<file path="src/design/bth_pkg.sv">
`timescale 1ns / 1ps
package bth_pkg;

    // Fixed field widths
    localparam int BIN_W     = 14;
    localparam int ADDR_W    = 20;  // address width for the largest supported bin count
    localparam int EVT_INC_W = 33;  // size decrease can reach 2^31 plus a bin index
    localparam int CNT_W     = 64;
    localparam int OUT_W     = 63;
    localparam int Q_DEPTH   = 4;
    localparam int Q_PTR_W   = 2;

    // Command codes
    localparam logic CMD_LEVEL = 1'b0;
    localparam logic CMD_READ  = 1'b1;

    // Side codes
    localparam logic SIDE_ASK = 1'b0;
    localparam logic SIDE_BID = 1'b1;

    typedef struct packed {
        logic               cmd;
        logic               side;
        logic [2:0]         level;
        logic signed [31:0] prev_price;
        logic signed [31:0] prev_size;
        logic signed [31:0] cur_price;
        logic signed [31:0] cur_size;
        logic [BIN_W-1:0]   bin;
    } in_item_t;

    typedef struct packed {
        logic [OUT_W-1:0] bin_exposure;
        logic [OUT_W-1:0] bin_events;
    } out_item_t;

    typedef enum logic {
        OP_UPDATE,
        OP_READ
    } op_kind_t;

    // One histogram operation from the classifier to the update engine
    typedef struct packed {
        op_kind_t             kind;
        logic [ADDR_W-1:0]    addr;
        logic                 oob;
        logic [ADDR_W-1:0]    exp_inc;
        logic [EVT_INC_W-1:0] evt_inc;
    } op_t;

endpackage

</file>
<file path="src/design/bth_queue.sv">
`timescale 1ns / 1ps
module bth_queue import bth_pkg::*; (
    input  logic aclk,
    input  logic aresetn,
    input  logic push,
    input  op_t  push_op,
    output logic full,
    input  logic pop,
    output logic q_valid,
    output op_t  q_op
);

    op_t                entry_reg [Q_DEPTH];
    logic [Q_PTR_W-1:0] wr_ptr_reg, wr_ptr_next;
    logic [Q_PTR_W-1:0] rd_ptr_reg, rd_ptr_next;
    logic [Q_PTR_W:0]   count_reg, count_next;

    assign full    = (count_reg == (Q_PTR_W+1)'(Q_DEPTH));
    assign q_valid = (count_reg != '0);
    assign q_op    = entry_reg[rd_ptr_reg];

    // Advance pointers and the fill count
    always_comb begin
        wr_ptr_next = wr_ptr_reg;
        rd_ptr_next = rd_ptr_reg;
        count_next  = count_reg;
        if (push) begin
            wr_ptr_next = wr_ptr_reg + 1'b1;
        end
        if (pop) begin
            rd_ptr_next = rd_ptr_reg + 1'b1;
        end
        if (push && !pop) begin
            count_next = count_reg + 1'b1;
        end else if (pop && !push) begin
            count_next = count_reg - 1'b1;
        end
    end

    always_ff @(posedge aclk) begin
        if (!aresetn) begin
            wr_ptr_reg <= '0;
            rd_ptr_reg <= '0;
            count_reg  <= '0;
        end else begin
            wr_ptr_reg <= wr_ptr_next;
            rd_ptr_reg <= rd_ptr_next;
            count_reg  <= count_next;
        end
    end

    // Hold entries
    always_ff @(posedge aclk) begin
        if (push) begin
            entry_reg[wr_ptr_reg] <= push_op;
        end
    end

endmodule

</file>
<file path="config.mk">
export PLATFORM = sky130hd
export DESIGN_NAME = bth_queue
export DESIGN_NICKNAME = d
export VERILOG_FILES = /design/src/design/bth_pkg.sv /design/src/design/bth_queue.sv
export SDC_FILE = /design/constraint.sdc
export NUM_CORES = 1
export LEC_CHECK = 0
export ABC_CLOCK_PERIOD_IN_PS = 3200
export BUFFER_PORTS_ARGS = -buffer_cell sky130_fd_sc_hd__buf_4
export CORE_MARGIN = 2
export CORE_UTILIZATION = 51
export DETAILED_ROUTE_END_ITERATION = 10
export MAX_ROUTING_LAYER = met4
export PLACE_DENSITY = 0.75
export SLEW_MARGIN = 25
export SYNTH_ARGS = -nofsm -noshare
export SYNTH_HDL_FRONTEND = slang
export SYNTH_SLANG_ARGS = --single-unit
</file>
<file path="constraint.sdc">
create_clock -name aclk -period 3.2 [get_ports aclk]
set_clock_uncertainty 0.2 [all_clocks]
set_input_delay 0.48 -clock aclk [delete_from_list [all_inputs] [get_ports aclk]]
set_output_delay 0.48 -clock aclk [all_outputs]
set_load 0.01 [all_outputs]
</file>
==> Word level (Yosys, flattened, before mapping) <==
Memory sizes are Yosys's and may differ from the RTL's. A register that Yosys moved wholly into a read port is not among the register bits.
Cells that the tools add are included.
Widths: inputs -> output; s select.
{ "classes": {"n_addsub": 4, "n_mul": 0, "n_div": 0, "n_lt_le_gt_ge": 0, "n_eq_ne": 1, "shifts": 0, "mux": 6, "n_bitwise": 0, "n_reduce_logical": 6} }
{ "op_table": {"columns": ["operator", "count"], "rows": [
  ["$mux 3", 2],
  ["$add 2x1->2 const B", 2],
  ["$mux 2", 2],
  ["$add 3x1->3 const B", 1],
  ["$eq 3x3->1 const B", 1],
  ["$reduce_bool 3->1", 1],
  ["$sub 3x1->3 const B", 1],
  ["$logic_and 1x1->1", 2],
  ["$logic_not 1->1", 2],
  ["$mux 1", 2],
  ["$reduce_bool 2->1", 1]
]} }
{ "totals": {"ff_bits": 7, "latch_bits": 0, "ram_bits": 300, "mem_bits_ro": 0, "inputBits": 79, "out_inout_bits": 77, "wordCells": 21, "memories": 1} }
{ "mem_list": {"columns": ["name", "words", "word_bits", "read_ports", "rd_ports_with_merged_regs", "wr", "line", "text"], "rows": [
  ["entry_reg", 4, 75, 1, 1, 1, "bth_queue.sv:13", "op_t entry_reg [Q_DEPTH];"]
]} }

==> Logic depth before layout (Yosys ltp) <==
{ "logic_depth": {"depth_word": 4, "depth_mapped": 7, "ltp_nobuf": 7} }

==> Least setup slack after synthesis <==
OpenSTA, ideal clock, no wires.
{ "synth_timing": {"path_kind": "flip-flop to flip-flop", "from": "register wr_ptr_reg[0]", "to": "memory entry_reg[0][0] (netlist name), enable pin", "setup_ps": 441, "arrival_time_ps": 2292, "path_slack_ps": 266, "stages_incl_launch_ff": 4, "n_path_buf": 0, "path_cell_list": "dfxtp_1 -> inv_1 -> ha_1 -> and2_1"} }
{ "synth_rtl": {"columns": ["element", "line", "text"], "rows": [
  ["from (decl)", "bth_queue.sv:14", "logic [Q_PTR_W-1:0] wr_ptr_reg, wr_ptr_next;"],
  ["from (signal assigned)", "bth_queue.sv:46", "wr_ptr_reg <= wr_ptr_next;"],
  ["to (decl)", "bth_queue.sv:13", null]
]} }
No word-level cell before the write port.

==> metrics.md <==
| Metric | Value |
|---|---|
| Slew margin rel. | between 70 and 80% |
| Max Clk Rate | roughly 0.37 GHz |
| Setup TNS | 0 ns |
| Max reg flops | 300 |
| Mapped Area | between 0.01 and 0.015 mm^2 |
| Post-CTS Setup Inserts | 0 |
| Max-Cap Viols | 0 |
| Detailed Route WL | approximately 21 mm |
| Status | finished clean |
| Yosys reg bits | 309 |
| # rows | 54 |
| Clk Latency, worst-skew pair | approximately 0.53 ns |
| Reg clk slew, reported paths | approximately 0.060 ns |
| Fin nets | approximately 780 |
| First-pass GRT wire length | between 30 and 40 mm |
| DR vias/cell | roughly 5.4 |
| Fin crit share | 84.90% |
| Starting Density | between 50 and 60% |
| Critical Path End Type | primary output |
| Vias | 5,355 |
| H-tree level count | 1 |
| Antenna-violating nets left | 0 |
| Critical-path maximum fanout | 35 |
| Syn. warnings | 0 |
| Initial antenna violation count | 1 |
| Minimum clock period | between 2 and 3 ns |
| Die Y | 152.6 um |
| DRC violation count after routing | 0 |
| Final setup margin | roughly 0.48 ns |
| Compound-cell area share of the yosys netlist | less than 1% |
| Slew Limit Fails | 0 |
| Core area | approximately 0.022 mm^2 |
| Layout cells sized above 1 | 41.48% |
| Final Hold Violating Endpoints | 0 |
| Root Buffer | clkbuf_16 |
| CP arrival | 2.04 ns |
| Synth Area per Inst | about 26 um^2 |
| Unrepaired setup endpoints after global routing | false |
| Worst min path class | in2reg |
| Clock sink total | between 300 and 400 |
| Synth Area in Adders | less than 1% |
| Inserted Clock Buffers | 30 |
| Initial DRC Count | 322 |
| CTS tree | built |
| Mux contribution to synthesized area | about 15% |
| Critical path launch point type | flop |
| Total global routing overflow | 0 |
| Vias in the first global route | between 6,000 and 7,000 |
| HPWL Detailed | between 10 and 15 mm |
| Power per cell area | 639.3 mW/mm^2 |
| Worst VDD drop | approximately 0.40 mV |
| Critical Path RT | about 2.5 ns |
| Seq/Total Area, Yosys | between 80% and 90% |
| All-Layer GR Usage | around a fifth |
| Crit Path Class | reg2out |
| Synth Net Count | roughly 520 |
| PortBufs | between 150 and 200 |
| Synth Area in Simple Gates | less than 1% |
| CTS resizes | 0 |
| Area growth, synth to finish | 30.02% |
| DP Worst Slack | just under 1 ns |
| Endpoints failing setup | 0 |
| Most frequent cells in the layout | 300 x edfxtp_1, 160 x buf_4, 76 x dlygate4sd3_1 |
| DIE AREA | approximately 0.023 mm^2 |
| Drt first pass iters | 4 |
| Routability congestion estimate | about 0.7 |
| Die width | ~150 um |
| Post-synthesis xor/xnor area fraction | less than 1% |
| Worst Max-Slew Pin Slew | approximately 0.44 ns |
| Clock Tree Buf Depth | 3 |
| IO Pins | 156 |
| Synth cell types | 20 |
| Fillers | between 1,000 and 1,500 |
| Leading cell type in the layout, fill and taps excluded | edfxtp_1 |
| Hold buffer count at CTS | between 70 and 80 |
| Mean routed wirelength per cell | around 21 um |
| Largest family of logic cells by synthesized area | multiplexers |
| Largest net degree at the start of global routing | 44 |
| Cells after Synth | 434 |
| Leakage | slightly above 5 nW |
final cells by class:
| class | instances | area [um^2] | share of cell area (%) |
|---|---|---|---|
| tap | 280 | 350.3 | 2.392 |
| sequential | 309 | 9196 | 62.79 |
| timing repair buffer | 243 | 2102 | 14.35 |
| antenna | 1 | 2.502 | 0.01709 |
| clock buffer | 33 | 783.3 | 5.348 |
| inverter | 4 | 15.01 | 0.1025 |
| clock inverter | 22 | 246.5 | 1.683 |
| multi-input combinational | 105 | 1951 | 13.32 |
critical path, cell delays in order (launching register included):
cell and delay, ns:
dfxtp_4 0.63, buf_12 0.29, mux4_2 0.39, buf_4 0.17
Yosys cell counts:
cell	number	area (um^2)
xor2_1	3	26.28
nor3b_1	1	7.510
buf_2	6	30.03
and2_1	9	56.30
o21ai_0	1	5.000
buf_6	6	67.56
fa_1	1	20.02
nand2_1	1	3.750
edfxtp_1	300	9009
a21boi_0	1	7.510
buf_4	2	15.01
or3_1	2	12.51
inv_1	4	15.01
clkbuf_1	2	7.510
mux4_2	75	1689
mux2i_1	2	20.02
ha_1	5	62.56
nor2b_1	2	12.51
xnor2_1	2	17.52
dfxtp_1	9	180.2
cells by family (layout without fill, tap and decap cells):
logic type	Yosys count	after routing
buffers and inverters	20	302
adders and majority gates	6	6
DFF	309	309
xor gates and xnor gates	5	5
other	0	1
AOI/OAI and AO/OA	2	2
muxes	77	77
and+or+nand+nor	15	15
routing by layer:
metal	part of all wire [%]	wire [um]	track usage [%]
met1	42	8793	25.59
met2	51	10650	30.58
met3	5.5	1153	3.612
met4	1.6	325	4.056
met5	0	0	-
final timing paths:
| check | startpoint | endpoint | slack (ns) | cells past startpoint |
|---|---|---|---|---|
| max | flop | q_op[74] | 0.48 | 3 |
| min | push | wr_ptr_reg[1]$_SDFFE_PN0P_ | 0.09 | 3 |
| max reg2reg | wr_ptr_reg[0]$_SDFFE_PN0P_ | entry_reg[0][19]$_DFFE_PP_ | 1.36 | 4 |
| min reg2reg | count_reg[2]$_SDFFE_PN0P_ | count_reg[2]$_SDFFE_PN0P_ | 0.33 | 2 |
report_power, final:
part / leakage, nW / switching (mW) / internal, mW
Sequential: 2.83 / 0.0634 / 4.65
Combinational: 1.70 / 0.472 / 0.569
Clock: 0.506 / 1.45 / 2.17
Total: 5.03 / 1.98 / 7.38
through the flow:
stage	utilization [%]	hold WS (ns)	instances	total power, mW	instance area, um^2
after detailed placement	59.08	0.3195	865	5.777	12850
after floorplan	-	0.2674	434	5.296	11260
after global routing	67.32	0.09860	997	9.693	14650
final	67.32	0.09197	997	9.364	14650
after global placement	59.08	0.2775	865	5.743	12850
after CTS	67.31	0.07326	996	9.461	14640
(Power assumes the default switching activity.)
