[src/design/bth_pkg.sv]
`timescale 1ns / 1ps
package bth_pkg;

    // Fixed field widths
    localparam int BIN_W     = 14;
    localparam int ADDR_W    = 20;  // address width for the largest supported bin count
    localparam int EVT_INC_W = 33;  // size decrease can reach 2^31 plus a bin index
    localparam int CNT_W     = 64;
    localparam int OUT_W     = 63;
    localparam int Q_DEPTH   = 4;
    localparam int Q_PTR_W   = 2;

    // Command codes
    localparam logic CMD_LEVEL = 1'b0;
    localparam logic CMD_READ  = 1'b1;

    // Side codes
    localparam logic SIDE_ASK = 1'b0;
    localparam logic SIDE_BID = 1'b1;

    typedef struct packed {
        logic               cmd;
        logic               side;
        logic [2:0]         level;
        logic signed [31:0] prev_price;
        logic signed [31:0] prev_size;
        logic signed [31:0] cur_price;
        logic signed [31:0] cur_size;
        logic [BIN_W-1:0]   bin;
    } in_item_t;

    typedef struct packed {
        logic [OUT_W-1:0] bin_exposure;
        logic [OUT_W-1:0] bin_events;
    } out_item_t;

    typedef enum logic {
        OP_UPDATE,
        OP_READ
    } op_kind_t;

    // One histogram operation from the classifier to the update engine
    typedef struct packed {
        op_kind_t             kind;
        logic [ADDR_W-1:0]    addr;
        logic                 oob;
        logic [ADDR_W-1:0]    exp_inc;
        logic [EVT_INC_W-1:0] evt_inc;
    } op_t;

endpackage

[src/design/bth_front.sv]
`timescale 1ns / 1ps
module bth_front import bth_pkg::*; #(
    parameter int BINS   = 16384,
    parameter int LEVELS = 8
) (
    input  logic     aclk,
    input  logic     aresetn,
    input  logic     s_valid,
    output logic     s_ready,
    input  in_item_t s_data,
    input  logic     q_full,
    input  logic     clr_busy,
    output logic     push,
    output op_t      push_op
);

    localparam int AW = $clog2(BINS);

    logic signed [31:0] best_price_reg, best_price_next;
    logic [AW-1:0]      best_size_reg, best_size_next;
    logic               active_reg, active_next;

    logic               accept;
    logic               lvl0;
    logic               ps_ok;
    logic signed [31:0] eff_price;
    logic [AW-1:0]      eff_size;
    logic               eff_active;
    logic               scan;
    logic               better;
    logic               equal;
    logic signed [33:0] size_ext;
    logic signed [33:0] cs_ext;
    logic signed [33:0] dec;
    logic               have_evt;
    logic               scan_end;
    logic [EVT_INC_W-1:0] evt_inc;

    assign s_ready = !clr_busy && !q_full;
    assign accept  = s_valid && s_ready;

    // Pick the best level of the previous book
    always_comb begin
        lvl0       = (s_data.level == 3'd0);
        ps_ok      = (s_data.prev_size > 0) && (s_data.prev_size < BINS);
        eff_price  = lvl0 ? s_data.prev_price : best_price_reg;
        eff_size   = lvl0 ? (ps_ok ? s_data.prev_size[AW-1:0] : '0) : best_size_reg;
        eff_active = lvl0 ? ps_ok : active_reg;
        scan       = eff_active && (int'(s_data.level) < LEVELS);
    end

    // Classify the current level against the previous best
    always_comb begin
        if (s_data.side == SIDE_BID) begin
            better = s_data.cur_price > eff_price;
        end else begin
            better = s_data.cur_price < eff_price;
        end
        equal    = (s_data.cur_price == eff_price);
        size_ext = $signed({{(34-AW){1'b0}}, eff_size});
        cs_ext   = $signed({{2{s_data.cur_size[31]}}, s_data.cur_size});
        dec      = size_ext - cs_ext;
        have_evt = 1'b0;
        scan_end = 1'b0;
        evt_inc  = '0;
        if (scan) begin
            if (s_data.cur_size == 32'sd0) begin
                scan_end = 1'b1;
            end else if (!better) begin
                scan_end = 1'b1;
                if (equal) begin
                    if (dec > 34'sd0) begin
                        have_evt = 1'b1;
                        evt_inc  = dec[EVT_INC_W-1:0];
                    end
                end else begin
                    have_evt = 1'b1;
                    evt_inc  = EVT_INC_W'(eff_size);
                end
            end
        end
    end

    // Build the operation and the next scan state
    always_comb begin
        best_price_next = best_price_reg;
        best_size_next  = best_size_reg;
        active_next     = active_reg;
        push            = 1'b0;
        push_op.kind    = OP_UPDATE;
        push_op.addr    = ADDR_W'(eff_size);
        push_op.oob     = 1'b0;
        push_op.exp_inc = '0;
        push_op.evt_inc = evt_inc;
        if (accept) begin
            if (s_data.cmd == CMD_READ) begin
                push            = 1'b1;
                push_op.kind    = OP_READ;
                push_op.addr    = ADDR_W'(s_data.bin);
                push_op.oob     = int'(s_data.bin) >= BINS;
                push_op.evt_inc = '0;
            end else begin
                best_price_next = eff_price;
                best_size_next  = eff_size;
                active_next     = eff_active && !scan_end;
                if (lvl0 && ps_ok) begin
                    push_op.exp_inc = ADDR_W'(eff_size);
                end
                push = (lvl0 && ps_ok) || have_evt;
            end
        end
    end

    always_ff @(posedge aclk) begin
        if (!aresetn) begin
            best_price_reg <= '0;
            best_size_reg  <= '0;
            active_reg     <= 1'b0;
        end else begin
            best_price_reg <= best_price_next;
            best_size_reg  <= best_size_next;
            active_reg     <= active_next;
        end
    end

endmodule

[config.mk]
export PLATFORM = sky130hd
export DESIGN_NAME = bth_front
export DESIGN_NICKNAME = d
export VERILOG_FILES = /design/src/design/bth_pkg.sv /design/src/design/bth_front.sv
export SDC_FILE = /design/constraint.sdc
export NUM_CORES = 1
export LEC_CHECK = 0
export CAP_MARGIN = 20
export CELL_PAD_IN_SITES_DETAIL_PLACEMENT = 0
export CELL_PAD_IN_SITES_GLOBAL_PLACEMENT = 1
export CORE_MARGIN = 4
export CORE_UTILIZATION = 35
export DETAILED_ROUTE_END_ITERATION = 6
export DONT_BUFFER_PORTS = 1
export PLACE_DENSITY = 0.74
export REMOVE_ABC_BUFFERS = 1
export SLEW_MARGIN = 10
export SYNTH_ARGS = -nofsm -noshare
export SYNTH_HDL_FRONTEND = slang
export SYNTH_SLANG_ARGS = --single-unit
export TNS_END_PERCENT = 50
[constraint.sdc]
create_clock -name aclk -period 9.1 [get_ports aclk]
set_clock_uncertainty 0.2 [all_clocks]
set_input_delay 0 -clock aclk [delete_from_list [all_inputs] [get_ports aclk]]
set_output_delay 0 -clock aclk [all_outputs]
set_load 0.02 [all_outputs]
======== Word-level counts from Yosys, hierarchy flattened ========
Cells that the tools add are included.
storage, ports and cells
  register bits after elaboration ......... 47
  logic and storage cells ................. 48
  bits of input ports ..................... 152
  output and inout port bits .............. 77
operators by class
  reductions and logical operators ........ 12
  add/sub/neg operators ................... 1
  muxes and demuxes ....................... 25
  bitwise gates (word level) .............. 1
  equal/unequal tests ..................... 1
  $lt $le $gt $ge ......................... 5
operators with widths
  kind                                                                             count
  33-bit 2-to-1 mux                                                                6
  75-bit 2-to-1 mux                                                                1
  14-bit 2-to-1 mux                                                                4
  33-bit by 1-bit > comparator with 1-bit output (second input constant)           1
  15-bit by 32-bit subtractor with 33-bit output                                   1
  32-bit == test                                                                   1
  32-bit by 1-bit > comparator with 1-bit output (second input constant)           1
  32-bit > comparator                                                              1
  32-bit logical NOT                                                               1
  32-bit by 16-bit less-than comparator with 1-bit output (second input constant)  1
  32-bit less-than comparator                                                      1
  32-bit 2-to-1 mux                                                                1
  22-bit 2-to-1 mux                                                                1
  1-bit 2-to-1 mux                                                                 12
  1-bit logical AND                                                                5
  1-bit logical NOT                                                                3
  3-bit logical NOT                                                                1
  2-bit AND reduction                                                              1
  1-bit logical OR                                                                 1
  1-bit NOT                                                                        1

======== Longest topological paths before layout ========
  depth after elaboration ................. 14
  depth in mapped cells ................... 20
  gate-level depth less buffers ........... 17

======== Least setup slack after synthesis ========
OpenSTA, ideal clock, no wires.
  path kind ............................... input -> output
  start ................................... in s_data[86] in the netlist's numbering
  end ..................................... out push_op[11] in the netlist's numbering
  stages .................................. 20
  path slack .............................. 4159 ps
  required time ........................... 8900 ps
  buffers on the path ..................... 4
  data arrival time ....................... 4741 ps
  cell sequence ........................... or4_1 > nor3_1 > a31oi_1 > and3_1 > clkbuf_1 > clkbuf_1 > a22oi_1 > inv_1 > fa_1 > a21o_1 > a221oi_1 > or3_1 > clkbuf_1 > a21o_1 > nor2_2 > mux2i_1 > or4bb_2 > o41ai_4 > buf_6 > nor2_1
RTL lines
  element      RTL line         text
  from (decl)  bth_front.sv:10  input in_item_t s_data,
  to (decl)    bth_front.sv:14  output op_t push_op

==> results.toml <==
[timing]
tightest_slew_ps = 1020
finalSetupViolCount = 0
max_freq_mhz = 163
fin_crit_sh = 0.673
hold_violations = 2
whs_ps = -4.22
tns_ps = 0
rsz0062_at_grt = "false"
relSlewSlack = 0.322
finalCriticalPeriod_ps = 6130
slew_violations = 0
setup_ws_ps = 2970

[clock_network]
clk_path_buf_depth = 2
post-cts-setup-buffers = 0
cts-htree-levels = 2
postCtsHoldBufs = 83
cts_inserted_buffers = 5
cts_root_buf = "clkbuf_16"
cts_resized = 0
clk_latency_ps = 290
clkSinkCount = 47
cts_tree = "done"

[synthesis]
synth_seq_cells = 47
yosysTopAreaCell = "dfxtp_1"
synth_most_common_cell = "nand2_1"
syn-cell-area_um2 = 5180
synthCells = 709
synth_seq_area_share = 0.182
synth.avg_cell_area_um2 = 7.31
synth.top_cell.area_share = 0.182
synth.area.top_cells = "dfxtp_1, ha_1, nand2_1, mux2i_1, a21boi_0"
synth-main-ff-cell = "dfxtp_1"
synth_cell_types = 66
synth-edff-count = 0
synth_common_cells = "nand2_1, nor2_1, a21oi_1, dfxtp_1, ha_1"
synthArstFlopShare = 0
ys_warn_count = 0

[power_and_ir_drop]
p_seq_frac = 0.419
pwr-share-comb = 0.223
power_density_nw_per_um2 = 79.2
power.leakage_uw = 0.00245
pwr-share-clk = 0.358
p_total_uw = 492
p_sw_uw = 135
sw_frac_of_total = 0.275
intPower_uw = 357
ir_drop_uv = 63.1

[run]
drv_cap = 0

[critical_path]
reg2reg_from = "best_price_reg[13]$_SDFFE_PN0P_"
crit-reg2reg-capture = "active_reg$_SDFFE_PN0P_"
worstPathCellList = "nor3_2 -> buf_4 -> nand4_1 -> a31oi_1 -> and3_1 -> a22oi_1 -> inv_1 -> ha_1 -> a21o_1 -> a221oi_1 -> or3_1 -> nand2_1 -> xor2_1 -> nor4b_1 -> nand4_1 -> o41ai_4 -> nor2_1"
cp.arrival_ps = 5930
end_kind = "output pin"
crit_path_frequent_cell = "nand4_1"
r2r_slack_ps = 5200
ff2ff_path_depth = 12
critPathMaxStageDelay_ps = 830
crit_slowest_cell = "o41ai_4"
worstPathMaxFanout = 34
crit_required_ps = 8900
critPathKind = "in2out"
critPathLaunch = "s_data[143]"
critPathLaunchType = "input port"

[grt]
grt_max_degree = 48
grt_pass1_vias = 5603
groute.layer.met2.usage = 0.366
grt_pass1_wl_mm = 28.1
grtUsageTotal = 0.207
busiest_layer = "met2"
gr-usage-met3 = 0.0359
grt_use_met1 = 0.260
grt_antenna_before_repair = 0
overflow = 0

[drt]
via_per_inst = 5.75
drc_errors = 0
drtIter0Drc = 225
wire_per_inst_um = 19.3
ant_nets = 0
first_pass_iters = 5
vias = 5450
wl_mm = 18.3

[floorplan]
core_area_um2 = 14500
start_util = 0.356
pin_count = 229
floorplan.die.height_um = 130
rows = 44
die_x_um = 130
dieArea_um2 = 16800

[status]
status = "finished, violations left"
violations = "hold timing"

[cells_and_area]
syn_to_final_growth_pct = 20.0
final_nets = 964
diodes = 0
largest_register_ffs = 32
drive_above_1_share = 0.0393

[hold_path]
hold_depth = 2
hold_start = "s_data[9]"
hp-class = "in2out"
hold_end = "push_op[63]"

[placement]
port-buffer-count = 0
gp_congestion = 0.941
place_hpwl_mm = 13.8
pre_cts_ws_ps = 2950
==> power groups by stage <==
stage	registers [uW]	clock network (uW)	logic, uW
floorplan	211	0	69.5
global placement	211	0	83.4
detailed placement	211	0	84.1
CTS	206	182	109
global route	206	189	122
finish	207	176	110
==> worst max-delay path by stage <==
stage / endpoint / slack [ps] / cells after the start
finish: push_op[5] / 2970 / 17
global route: push_op[8] / 2350 / 17
CTS: push_op[4] / 2920 / 17
detailed placement: push_op[4] / 2950 / 17
global placement: push_op[5] / 3010 / 17
floorplan: push_op[11] / 1240 / 16
==> stage by stage <==
stage | std cells | instance area, um2 | hold slack, ps | utilization
global placement | 859 | 5250 | -86.8 | 0.361
floorplan | 671 | 4980 | -113 | -
detailed placement | 859 | 5250 | -86.1 | 0.361
global route | 948 | 6220 | 16.5 | 0.428
CTS | 948 | 6220 | 0.737 | 0.428
finish | 948 | 6220 | -4.22 | 0.428
==> cells in the final DEF (no fill, tap or decap), types with 19 or more instances in the layout <==
cell type,count
a21boi_0,36
inv_1,33
ha_1,46
and3_1,19
a21oi_1,53
mux2i_1,33
dlygate4sd3_1,82
nand2_1,108
dfxtp_1,47
nor2_1,59
==> logic make-up after synthesis <==
family / share of synthesized area
AOI/OAI and AO/OA: 0.232
xor gates and xnor gates: 0.0592
adders and majority gates: 0.115
buffers and inverters: 0.0725
DFF: 0.182
muxes: 0.0638
other: 0.000724
and+or+nand+nor: 0.275
==> critical path, delay by kind of cell <==
family | cells | cell delay [ps]
fa+ha+maj | 1 | 290
buf+inv | 2 | 650
compound gates | 5 | 2120
simple gates | 8 | 2600
xor+xnor | 1 | 270
==> metal layers <==
metal / vias to the layer above / share of wire
li1: 2613 / -
met1: 2599 / 0.43
met2: 216 / 0.48
met3: 22 / 0.073
met4: 0 / 0.018
met5: - / 0
==> cell type report <==
class,instances,area (um2)
Sequential cell,47,941
Timing Repair Buffer,87,871
Multi-Input combinational cell,591,3920
Fill cell,1513,8320
Inverter,33,124
Clock buffer,6,129
Tap cell,184,230
(Power assumes the default switching activity.)
